--- src/hdl/assert_macros.svh ---
// Assertion macros shared by the sitda RTL files.
// No dependencies; the assertions drop out when SYNTHESIS is defined.
`ifndef ASSERT_MACROS_SVH
`define ASSERT_MACROS_SVH
`ifndef SYNTHESIS
`define ASSERT_PROP(label, clk, rst_n, prop, msg) \
    label: assert property (@(posedge clk) disable iff (!rst_n) prop) else $error(msg);
`define ASSERT_NEVER(label, clk, rst_n, cond, msg) \
    label: assert property (@(posedge clk) disable iff (!rst_n) !(cond)) else $error(msg);
`else
`define ASSERT_PROP(label, clk, rst_n, prop, msg)
`define ASSERT_NEVER(label, clk, rst_n, cond, msg)
`endif
`endif

--- src/hdl/sitda_pkg.sv ---
// Package for the signed integer to decimal ASCII converter.
// Holds widths, character codes and the queue entry type; no dependencies.
`timescale 1ns / 1ps
package sitda_pkg;
    localparam int MAG_W         = 32;
    localparam int DIGITS        = 10;
    localparam int DIGIT_W       = 4;
    localparam int DIGIT_IDX_W   = $clog2(DIGITS);
    localparam int BCD_W         = DIGITS * DIGIT_W;
    localparam int CHAR_W        = 7;
    localparam int BITS_PER_STEP = 4;
    localparam int CONV_STEPS    = MAG_W / BITS_PER_STEP;
    localparam int STEP_W        = $clog2(CONV_STEPS);
    localparam int QUEUE_DEPTH   = 2;
    localparam int QUEUE_AW      = $clog2(QUEUE_DEPTH);
    localparam int QUEUE_CW      = $clog2(QUEUE_DEPTH + 1);

    localparam logic [CHAR_W-1:0] CHAR_ZERO  = 7'h30;
    localparam logic [CHAR_W-1:0] CHAR_MINUS = 7'h2D;

    typedef logic [DIGITS-1:0][DIGIT_W-1:0] bcd_t;

    // One converted value waiting for the emitter.
    typedef struct packed {
        logic negative;
        bcd_t digits;
    } entry_t;
endpackage

--- src/hdl/sitda_front.sv ---
// Front end: takes a value, splits sign and magnitude, converts to BCD.
// Depends on sitda_pkg and assert_macros.svh.
`timescale 1ns / 1ps
`include "assert_macros.svh"
module sitda_front (
    input  logic                          clk,
    input  logic                          rst_n,
    input  logic                          start,
    input  logic signed [31:0]            value,
    output logic                          busy,
    input  logic                          q_full,
    output logic                          q_push,
    output sitda_pkg::entry_t             q_entry
);
    typedef enum logic [1:0] {IDLE, CONV, PUSH} state_t;

    state_t                                state_reg;
    logic [sitda_pkg::STEP_W-1:0]          step_reg;
    logic                                  neg_reg;
    logic [sitda_pkg::MAG_W-1:0]           mag_reg;
    logic [sitda_pkg::BCD_W-1:0]           bcd_reg;
    logic [sitda_pkg::MAG_W-1:0]           mag_next;
    logic [sitda_pkg::BCD_W-1:0]           bcd_next;
    logic                                  accept;
    logic                                  conv_done;

    assign accept    = start && (state_reg == IDLE);
    assign busy      = (state_reg != IDLE);
    assign q_push    = (state_reg == PUSH) && !q_full;
    assign q_entry   = '{negative: neg_reg, digits: sitda_pkg::bcd_t'(bcd_reg)};
    assign conv_done = (state_reg == CONV)
                    && (step_reg == sitda_pkg::STEP_W'(sitda_pkg::CONV_STEPS - 1));

    // Double dabble, several magnitude bits per cycle.
    always_comb
    begin
        logic [sitda_pkg::BCD_W-1:0] t;
        logic [sitda_pkg::MAG_W-1:0] m;
        t = bcd_reg;
        m = mag_reg;
        for (int i = 0; i < sitda_pkg::BITS_PER_STEP; i++)
        begin
            for (int j = 0; j < sitda_pkg::DIGITS; j++)
            begin
                if (t[j*sitda_pkg::DIGIT_W +: sitda_pkg::DIGIT_W] >= 4'd5)
                begin
                    t[j*sitda_pkg::DIGIT_W +: sitda_pkg::DIGIT_W] =
                        t[j*sitda_pkg::DIGIT_W +: sitda_pkg::DIGIT_W] + 4'd3;
                end
            end
            t = {t[sitda_pkg::BCD_W-2:0], m[sitda_pkg::MAG_W-1]};
            m = {m[sitda_pkg::MAG_W-2:0], 1'b0};
        end
        bcd_next = t;
        mag_next = m;
    end

    always_ff @(posedge clk or negedge rst_n)
    begin
        if (!rst_n)
        begin
            state_reg <= IDLE;
            step_reg  <= '0;
        end
        else
        begin
            case (state_reg)
                IDLE:
                begin
                    if (start)
                    begin
                        state_reg <= CONV;
                        step_reg  <= '0;
                    end
                end
                CONV:
                begin
                    step_reg <= step_reg + sitda_pkg::STEP_W'(1);
                    if (conv_done)
                    begin
                        state_reg <= PUSH;
                    end
                end
                PUSH:
                begin
                    if (!q_full)
                    begin
                        state_reg <= IDLE;
                    end
                end
                default:
                begin
                    state_reg <= IDLE;
                end
            endcase
        end
    end

    always_ff @(posedge clk)
    begin
        if (accept)
        begin
            neg_reg <= value[31];
            mag_reg <= value[31] ? (32'd0 - $unsigned(value)) : $unsigned(value);
            bcd_reg <= '0;
        end
        else if (state_reg == CONV)
        begin
            mag_reg <= mag_next;
            bcd_reg <= bcd_next;
        end
    end

    `ASSERT_PROP(a_accept_busy, clk, rst_n, accept |=> busy, "busy low after transfer")
    `ASSERT_PROP(a_conv_done, clk, rst_n, conv_done |=> (state_reg == PUSH), "dabble overran")
endmodule

--- src/hdl/sitda_queue.sv ---
// Short queue between front end and emitter.
// Depends on sitda_pkg and assert_macros.svh.
`timescale 1ns / 1ps
`include "assert_macros.svh"
module sitda_queue (
    input  logic              clk,
    input  logic              rst_n,
    input  logic              push,
    input  sitda_pkg::entry_t push_entry,
    output logic              full,
    input  logic              pop,
    output logic              valid,
    output sitda_pkg::entry_t head
);
    sitda_pkg::entry_t                 slots_reg [sitda_pkg::QUEUE_DEPTH];
    logic [sitda_pkg::QUEUE_AW-1:0]    wr_ptr_reg;
    logic [sitda_pkg::QUEUE_AW-1:0]    rd_ptr_reg;
    logic [sitda_pkg::QUEUE_CW-1:0]    count_reg;
    logic                              do_push;
    logic                              do_pop;

    assign full    = (count_reg == sitda_pkg::QUEUE_CW'(sitda_pkg::QUEUE_DEPTH));
    assign valid   = (count_reg != '0);
    assign head    = slots_reg[rd_ptr_reg];
    assign do_push = push && !full;
    assign do_pop  = pop && valid;

    always_ff @(posedge clk or negedge rst_n)
    begin
        if (!rst_n)
        begin
            wr_ptr_reg <= '0;
            rd_ptr_reg <= '0;
            count_reg  <= '0;
        end
        else
        begin
            if (do_push)
            begin
                wr_ptr_reg <= wr_ptr_reg + 1'b1;
            end
            if (do_pop)
            begin
                rd_ptr_reg <= rd_ptr_reg + 1'b1;
            end
            if (do_push && !do_pop)
            begin
                count_reg <= count_reg + sitda_pkg::QUEUE_CW'(1);
            end
            else if (do_pop && !do_push)
            begin
                count_reg <= count_reg - sitda_pkg::QUEUE_CW'(1);
            end
        end
    end

    always_ff @(posedge clk)
    begin
        if (do_push)
        begin
            slots_reg[wr_ptr_reg] <= push_entry;
        end
    end

    `ASSERT_NEVER(a_pop_empty, clk, rst_n, pop && !valid, "pop from empty queue")
endmodule

--- src/hdl/sitda_back.sv ---
// Emitter: pops converted values and sends one ASCII character per cycle.
// Depends on sitda_pkg and assert_macros.svh.
`timescale 1ns / 1ps
`include "assert_macros.svh"
module sitda_back (
    input  logic                            clk,
    input  logic                            rst_n,
    input  logic                            q_valid,
    input  sitda_pkg::entry_t               q_head,
    output logic                            q_pop,
    output logic                            strobe,
    output logic [sitda_pkg::CHAR_W-1:0]    character,
    output logic                            last
);
    logic                                   active_reg;
    logic                                   minus_reg;
    logic [sitda_pkg::DIGIT_IDX_W-1:0]      idx_reg;
    sitda_pkg::bcd_t                        digits_reg;
    logic                                   strobe_reg;
    logic [sitda_pkg::CHAR_W-1:0]           character_reg;
    logic                                   last_reg;
    logic                                   final_char;
    logic [sitda_pkg::DIGIT_IDX_W-1:0]      msd;

    assign final_char = active_reg && !minus_reg && (idx_reg == '0);
    // Next value loads while the last character of the current one goes out.
    assign q_pop      = q_valid && (!active_reg || final_char);
    assign strobe     = strobe_reg;
    assign character  = character_reg;
    assign last       = last_reg;

    // Highest nonzero digit; zero keeps a single digit.
    always_comb
    begin
        msd = '0;
        for (int j = 0; j < sitda_pkg::DIGITS; j++)
        begin
            if (q_head.digits[j] != '0)
            begin
                msd = sitda_pkg::DIGIT_IDX_W'(j);
            end
        end
    end

    always_ff @(posedge clk or negedge rst_n)
    begin
        if (!rst_n)
        begin
            active_reg    <= 1'b0;
            minus_reg     <= 1'b0;
            idx_reg       <= '0;
            digits_reg    <= '0;
            strobe_reg    <= 1'b0;
            character_reg <= '0;
            last_reg      <= 1'b0;
        end
        else
        begin
            strobe_reg <= active_reg;
            if (active_reg)
            begin
                if (minus_reg)
                begin
                    character_reg <= sitda_pkg::CHAR_MINUS;
                    last_reg      <= 1'b0;
                    minus_reg     <= 1'b0;
                end
                else
                begin
                    character_reg <= sitda_pkg::CHAR_ZERO
                                   + sitda_pkg::CHAR_W'(digits_reg[idx_reg]);
                    last_reg      <= (idx_reg == '0);
                    if (idx_reg != '0)
                    begin
                        idx_reg <= idx_reg - sitda_pkg::DIGIT_IDX_W'(1);
                    end
                end
            end
            if (q_pop)
            begin
                active_reg <= 1'b1;
                minus_reg  <= q_head.negative;
                idx_reg    <= msd;
                digits_reg <= q_head.digits;
            end
            else if (final_char)
            begin
                active_reg <= 1'b0;
            end
        end
    end

    `ASSERT_PROP(a_run_contiguous, clk, rst_n, (strobe && !last) |=> strobe, "run broken")
    `ASSERT_PROP(a_minus_last, clk, rst_n, (active_reg && minus_reg) |=> !last, "minus last")
endmodule

--- src/hdl/signed_int_to_decimal_ascii.sv ---
// Top level of the signed 32-bit integer to decimal ASCII converter.
// Depends on sitda_pkg, sitda_front, sitda_queue and sitda_back.
`timescale 1ns / 1ps
// Usage:
//   Input: drive value and raise start; the transfer happens at a rising
//   edge with start high and busy low. Hold start only as long as wanted.
//   Output: one ASCII character per cycle on character, qualified by
//   strobe, most significant first, '-' ahead of negative numbers, no
//   leading zeros, zero as a single '0'. last marks the final character.
//   The receiver cannot stall: each character is valid for one cycle only.
// Timing:
//   The front end converts the magnitude by double dabble, four bits per
//   cycle, then pushes the result; busy stays high through conversion and
//   push, and the push waits while the two-entry queue is full. With the
//   emitter idle, a value passes the queue slot, the emitter's digit
//   registers and its character register before its first character is
//   on the ports; characters then follow back to back. The emitter takes
//   the next value in the cycle its last character leaves, so queued
//   texts follow without a gap; a text has 1 to 11 characters.
// Reset:
//   rst_n is asynchronous, active low; it empties the queue, stops any
//   run in progress and drops busy and strobe.
module signed_int_to_decimal_ascii (
    input  logic                          clk,
    input  logic                          rst_n,
    input  logic                          start,
    input  logic signed [31:0]            value,
    output logic                          busy,
    output logic                          strobe,
    output logic [sitda_pkg::CHAR_W-1:0]  character,
    output logic                          last
);
    logic              q_full;
    logic              q_push;
    logic              q_pop;
    logic              q_valid;
    sitda_pkg::entry_t q_entry;
    sitda_pkg::entry_t q_head;

    // Sign split and binary to BCD conversion.
    sitda_front u_front (
        .clk     (clk),
        .rst_n   (rst_n),
        .start   (start),
        .value   (value),
        .busy    (busy),
        .q_full  (q_full),
        .q_push  (q_push),
        .q_entry (q_entry)
    );

    // Decouples conversion from emission.
    sitda_queue u_queue (
        .clk        (clk),
        .rst_n      (rst_n),
        .push       (q_push),
        .push_entry (q_entry),
        .full       (q_full),
        .pop        (q_pop),
        .valid      (q_valid),
        .head       (q_head)
    );

    // Leading zero skip and character output.
    sitda_back u_back (
        .clk       (clk),
        .rst_n     (rst_n),
        .q_valid   (q_valid),
        .q_head    (q_head),
        .q_pop     (q_pop),
        .strobe    (strobe),
        .character (character),
        .last      (last)
    );
endmodule

--- config.mk ---
export PLATFORM = sky130hd
export DESIGN_NAME = signed_int_to_decimal_ascii
export DESIGN_NICKNAME = d
export VERILOG_FILES = /design/src/hdl/sitda_pkg.sv /design/src/hdl/sitda_front.sv /design/src/hdl/sitda_queue.sv /design/src/hdl/sitda_back.sv /design/src/hdl/signed_int_to_decimal_ascii.sv
export VERILOG_INCLUDE_DIRS = /design/src /design/src/hdl
export SDC_FILE = /design/constraint.sdc
export NUM_CORES = 1
export LEC_CHECK = 0
export BUFFER_PORTS_ARGS = -buffer_cell sky130_fd_sc_hd__buf_2
export CORE_UTILIZATION = 61
export CTS_BUF_LIST = sky130_fd_sc_hd__clkbuf_4
export CTS_CLUSTER_DIAMETER = 200
export DETAILED_ROUTE_END_ITERATION = 8
export PLACE_DENSITY = 0.78
export SETUP_SLACK_MARGIN = 0.05
export SKIP_LAST_GASP = 1
export SLEW_MARGIN = 20
export SYNTH_ARGS = -nofsm -noshare
export SYNTH_HDL_FRONTEND = slang
export SYNTH_SLANG_ARGS = --single-unit
--- constraint.sdc ---
create_clock -name clk -period 5.8 [get_ports clk]
set_clock_uncertainty 0.05 [all_clocks]
set_input_delay 1.16 -clock clk [delete_from_list [all_inputs] [get_ports clk]]
set_output_delay 1.16 -clock clk [all_outputs]
set_load 0.05 [all_outputs]
### Yosys cells after proc, flatten, opt, wreduce, memory -nomap -nowiden

Memories as Yosys holds them, arrays and structs flattened.
Cells that the tools add are included.
Widths: inputs -> output; s select.

| storage, ports and cells | value |
|---|---|
| register bits after elaboration | 137 |
| bits in latches | 0 |
| RAM bits | 82 |
| memory bits (read-only) | 0 |
| bits of input ports | 35 |
| word-level logic and storage cells | 235 |
| memories kept | 1 |

Memories:

| name | words | width | read ports | clocked after Yosys merged registers in | write ports | line | RTL |
|---|---|---|---|---|---|---|---|
| u_queue.slots_reg | 2 | 41 | 1 | 0 | 1 | sitda_queue.sv:15 | `sitda_pkg::entry_t slots_reg [sitda_pkg::QUEUE_DEPTH];` |

| operators by class | value |
|---|---|
| $add $sub $neg | 48 |
| multiply operators | 0 |
| div/mod/pow operators | 0 |
| order comparisons | 41 |
| eq/ne operators | 8 |
| shift operators | 0 |
| multiplexer cells | 74 |
| bitwise logic cells | 0 |
| reductions and logical operators | 39 |

Operators with widths:

| cell | number |
|---|---|
| $mux 4 | 49 |
| $ge 4x3->1 const B | 40 |
| $add 4x2->4 const B | 36 |
| $mux 32 | 3 |
| $reduce_bool 4->1 | 10 |
| $sub 1x32->32 const A | 1 |
| $bmux 4 s4 | 1 |
| $reduce_bool 2->1 | 8 |
| $mux 3 | 5 |
| $add 3x2->3 const B | 4 |
| $logic_and 1x1->1 | 10 |
| $mux 2 | 5 |
| $mux 1 | 8 |
| $add 6x4->7 const A | 1 |
| $mux 7 | 1 |
| $ne 2x2->1 const B | 3 |
| $pmux 2 s3 | 1 |
| $pmux 3 s2 | 1 |
| $reduce_and 3->1 | 2 |
| $logic_not 1->1 | 5 |
| $lt 4x5->1 const B | 1 |
| $eq 2x2->1 const B | 2 |
| $logic_not 4->1 | 1 |
| $sub 4x1->4 const B | 1 |
| 10 further kinds | 11 |

### Depth between registers and ports, before layout

An unclocked memory read counts as a cell.

| logic depth | value |
|---|---|
| depth in word-level cells | 12 |
| gate-level depth with buffers | 21 |

### Modules after synthesis

From an unflattened synthesis, not the netlist that was laid out.

| unflattened totals | value |
|---|---|
| cell total of the unflattened synthesis | 1466 |
| area, all modules | 13947.1 µm² |

By module, submodules not included:

| module | instances | cells an instance | area each (µm²) | seq. area each (µm²) |
|---|---|---|---|---|
| sitda_front | 1 | 1035 | 7892.6 | 1916.8 |
| sitda_queue | 1 | 147 | 3362.0 | 2562.5 |
| sitda_back | 1 | 284 | 2692.6 | 1351.3 |

### Worst setup path after synthesis

No wires, ideal clock.

| timing path | value |
|---|---|
| path type | register to register |
| start point | register u_front.bcd_reg[24] in the netlist's numbering |
| end point | register u_front.bcd_reg[25] in the netlist's numbering |
| library setup time | 79 ps |
| data arrival time | 3345 ps |
| data required time | 5671 ps |
| setup slack | 2327 ps |
| cell stages (with the launch flop) | 18 |
| buffers on the path | 0 |
| clock period less this slack | 3473 ps |
| cell sequence | dfxtp_1 > inv_1 > ha_1 > and2b_1 > o21ai_0 > and2_1 > inv_1 > ha_1 > a21oi_1 > o21ai_0 > a21oi_1 > ha_1 > nor2_1 > a221o_1 > a32oi_2 > a21oi_1 > or3_1 > o211ai_2 |

| on the way | value |
|---|---|
| longest elaborated chain between the ends | 8 |

Ends and longest elaborated chain:

| element | line | RTL |
|---|---|---|
| from (decl) | sitda_front.sv:21 | `logic [sitda_pkg::BCD_W-1:0] bcd_reg;` |
| from (signal assigned) | sitda_front.sv:110 | `bcd_reg <= bcd_next;` |
| $add 4x2->4 / $ge 4x3->1 (equally long branches) | sitda_front.sv:48, sitda_front.sv:45 |  |
| $mux 4 (*) | sitda_front.sv:45 | `if (t[j*sitda_pkg::DIGIT_W +: sitda_pkg::DIGIT_W] >= 4'd5)` |
| $add 4x2->4 / $ge 4x3->1 (equally long branches) | sitda_front.sv:48, sitda_front.sv:45 |  |
| $mux 4 (*) | sitda_front.sv:45 |  |
| $add 4x2->4 / $ge 4x3->1 (equally long branches) | sitda_front.sv:48, sitda_front.sv:45 |  |
| $mux 4 (*) | sitda_front.sv:45 |  |
| $ge 4x3->1 (*) | sitda_front.sv:45 |  |
| $mux 4 (*) | sitda_front.sv:45 |  |

Every way passes the cells marked *; elsewhere a longest branch is shown, timed or not.
A chain may end at the register's enable or synchronous reset.

### Final worst setup path

| timing path | value |
|---|---|
| start point | register u_front.bcd_reg[20] in the netlist's numbering |
| end point | register u_front.bcd_reg[28] in the netlist's numbering |

| on the way | value |
|---|---|
| longest elaborated chain between the ends | 8 |

Ends and longest elaborated chain:

| element | line |
|---|---|
| $add 4x2->4 / $ge 4x3->1 (equally long branches) | sitda_front.sv:48, sitda_front.sv:45 |
| $mux 4 (*) | sitda_front.sv:45 |
| $add 4x2->4 / $ge 4x3->1 (equally long branches) | sitda_front.sv:48, sitda_front.sv:45 |
| $mux 4 | sitda_front.sv:45 |
| $add 4x2->4 / $ge 4x3->1 (equally long branches) | sitda_front.sv:48, sitda_front.sv:45 |
| $mux 4 | sitda_front.sv:45 |
| $add 4x2->4 / $ge 4x3->1 (equally long branches) | sitda_front.sv:48, sitda_front.sv:45 |
| $mux 4 (*) | sitda_front.sv:45 |

Marks and branches as above.

==> run summary <==
Status = finished clean
Number of hold buffers added after cts = 0
First-pass GRT wire length = 50.77 mm
Yosys warnings = 0
CTS Buf Count = 55
CTS tree = yes
Slowest CP cell = dfxtp_1
DR pass1 iterations = 5
Number of failing hold endpoints at the final stage = 0
Initial Util = 63.06%
Vias = 11446
Io pins = 45
Clock latency on the worst-skew pair = 0.69 ns
Post-Synthesis Cells = 1501
Post-synthesis register bit count = 218
Max incr delay on CP = 0.49 ns
Worst rel slew slack = 30.89%
Worst Hold Class = flop to flop
RSZ-0062 raised after global routing = no
IO buf count = 43
Vias per inst = 6.118
CTS resizes = 0
Initial antenna violation count = 1
Buf/Inv on CP = 2
Critical Path Most Common Cell = ha_1
Ys async rst share = 28.90%
Die width = 153.1 um
TritonCTS Sinks = 218
Critical path class = flop to flop
Total Routing Usage GR = 26.24%
Area Overhead vs Synth = 7.759%
Post-synth net total = 1581
Setup Buffers After CTS = 0
CP Capture Type = flop
Min Clock Period, post-route = 4.034 ns
Sequential share of the synthesized area = 41.85%
Total Wirelength = 30.10 mm
Placer Congestion = 0.8956
Layout cell share with drive strength beyond 1 = 12.52%
Final number of max-transition violations = 0
Cell Chain, Critical Path = inv_1 -> ha_1 -> nor2b_2 -> nor3_1 -> nor2_1 -> inv_1 -> ha_1 -> a21oi_1 -> o21ai_0 -> a21oi_1 -> ha_1 -> nor4_1 -> a221o_1 -> a32oi_2 -> o31ai_1 -> xnor2_1 -> o21ai_0
Critical path arrival = 4.48 ns
Avg WL per Cell = 16.09 um
Die Height = 153.1 um
Largest net degree at the start of global routing = 75
Clock buffer depth = 3
Max frequency = 247.9 MHz
Max-cap violation count = 0
Clk pin slew, worst setup/hold paths = 0.07 ns
Largest register FFs = 82
Vias in the first global route = 10711
First DRT Iteration DRCs = 752
Die ar. = 23450 sq um
TNS Setup = 0 ns
Setup-failing EPs final = 0
Mapped Area = 13930 sq um
Number of synthesized flops with an enable pin = 115
DP HPWL = 21.01 mm
Non-filler instance count after layout = 1871
Std-Cell Rows = 54
Worst Path Required = 6.25 ns
Delay-heaviest family, CP = simple AND/OR/NAND/NOR gates
Final ANT Viol Nets = 0
Commonest non-fill, non-tap cell in the layout = nand2_1
CP Launch Type = flop
H-tree levels = 2
Inst Count DP = 1766
DRC violations left = 0
Post-synth top flop = edfxtp_1
Total core area = 22090 sq um
Total grt overflow = 0
Synth cell types = 89
CP max FO = 9
Net count, final = 1623
Syn avg cell area = 9.282 sq um
Final Cycle Share = 69.55%
Most frequent cells in the layout = nand2_1 (187), o21ai_0 (154), edfxtp_1 (115), nor2_1 (92), mux2i_1 (79)
Worst slew pin tran = 1.037 ns
Root Driver = clkbuf_4
==> stage by stage <==
step	utilization, %	cell area, sq um	setup WS, ns	hold slack, ns
2_1_floorplan	-	13930	2.327	0.3676
3_3_place_gp	64.70	14300	1.938	0.3888
3_5_place_dp	64.70	14300	1.739	0.4028
4_1_cts	67.94	15010	1.799	0.4220
5_1_grt	67.95	15010	1.331	0.4434
6_report	67.95	15010	1.766	0.4162
==> final timing paths <==
kind                                                        from                           endpoint  slack, ns  cells past startpoint
worst max-delay path            u_front.bcd_reg[20]$_SDFFE_PP0P_   u_front.bcd_reg[28]$_SDFFE_PP0P_       1.77                     17
worst min-delay path             u_back.character[5]$_DFFE_PN0P_    u_back.character[5]$_DFFE_PN0P_       0.42                      1
worst max register to register  u_front.bcd_reg[20]$_SDFFE_PP0P_   u_front.bcd_reg[28]$_SDFFE_PP0P_       1.77                     17
worst min register to register   u_back.character[5]$_DFFE_PN0P_    u_back.character[5]$_DFFE_PN0P_       0.42                      1
max in group asynchronous                                  rst_n  u_back.digits_reg[26]$_DFFE_PN0P_       4.55                      2
min in group asynchronous                                  rst_n   u_back.digits_reg[3]$_DFFE_PN0P_       0.59                      2
==> synth_stat cells (10+ instances only) <==
master	instances	area share, %
nor4_1	15	0.67
nand3_1	30	1.1
o21a_1	10	0.54
a31oi_1	11	0.49
dfrtp_1	63	11
ha_1	45	4.0
o31ai_1	17	0.92
and2_1	25	1.1
mux2i_1	79	5.7
nor3_1	39	1.4
nor2_1	92	2.5
a21oi_1	68	2.4
o21ai_0	154	5.5
a32o_1	12	0.86
a2bb2oi_1	12	0.75
a211oi_1	17	0.92
nand2b_1	23	1.0
xnor2_1	16	1.0
xor2_1	33	2.1
nand2_1	188	5.1
mux2_2	14	1.1
o21ai_1	12	0.43
and3_1	11	0.49
a21o_1	14	0.75
inv_1	68	1.8
edfxtp_1	115	25
clkbuf_1	45	1.2
o211ai_1	12	0.65
nor2b_1	15	0.67
dfxtp_1	40	5.7
buf_2	12	0.43
==> kinds of logic (layout without fill, tap and decap cells) <==
kind of cell,count (synthesis),count (layout),share of synthesized area [%]
adders and majority gates,45,45,4.041
other,1,2,0.02692
buffers and inverters,136,225,3.880
muxes,102,102,8.208
xor gates and xnor gates,49,49,3.080
DFF,218,218,41.85
and+or+nand+nor,501,501,17.37
AOI/OAI and AO/OA,449,449,21.54
==> metal layers <==
layer	global-route usage, %	vias up	wire, um
met5	0	-	0
met4	7.311	0	553
met3	4.281	49	1521
met2	44.12	272	14120
met1	35.06	5414	13910
li1	-	5711	-
==> worst reg2reg max path, cell delays in order, from the launching register on <==
cell and delay [ns]:
dfxtp_1 0.49, inv_1 0.09, ha_1 0.22, nor2b_2 0.19, nor3_1 0.44, nor2_1 0.19, inv_1 0.14, ha_1 0.18
a21oi_1 0.06, o21ai_0 0.29, a21oi_1 0.17, ha_1 0.26, nor4_1 0.35, a221o_1 0.20, a32oi_2 0.16, o31ai_1 0.13
xnor2_1 0.21, o21ai_0 0.10
==> layout make-up <==
cell class              count  area [sq um]
flip-flops and latches    218          5832
well taps                 280         350.3
clock buffers              77         578.1
multi-input cells        1147          7575
clock inverters            27         137.6
inverters                  70         262.8
diodes                      1         2.502
fillers                  1740          7081
repair buffers             51         275.3
Power is left out: the tool's default activity adds up to more than one toggle a clock period on the data nets, which glitch-free logic cannot reach.
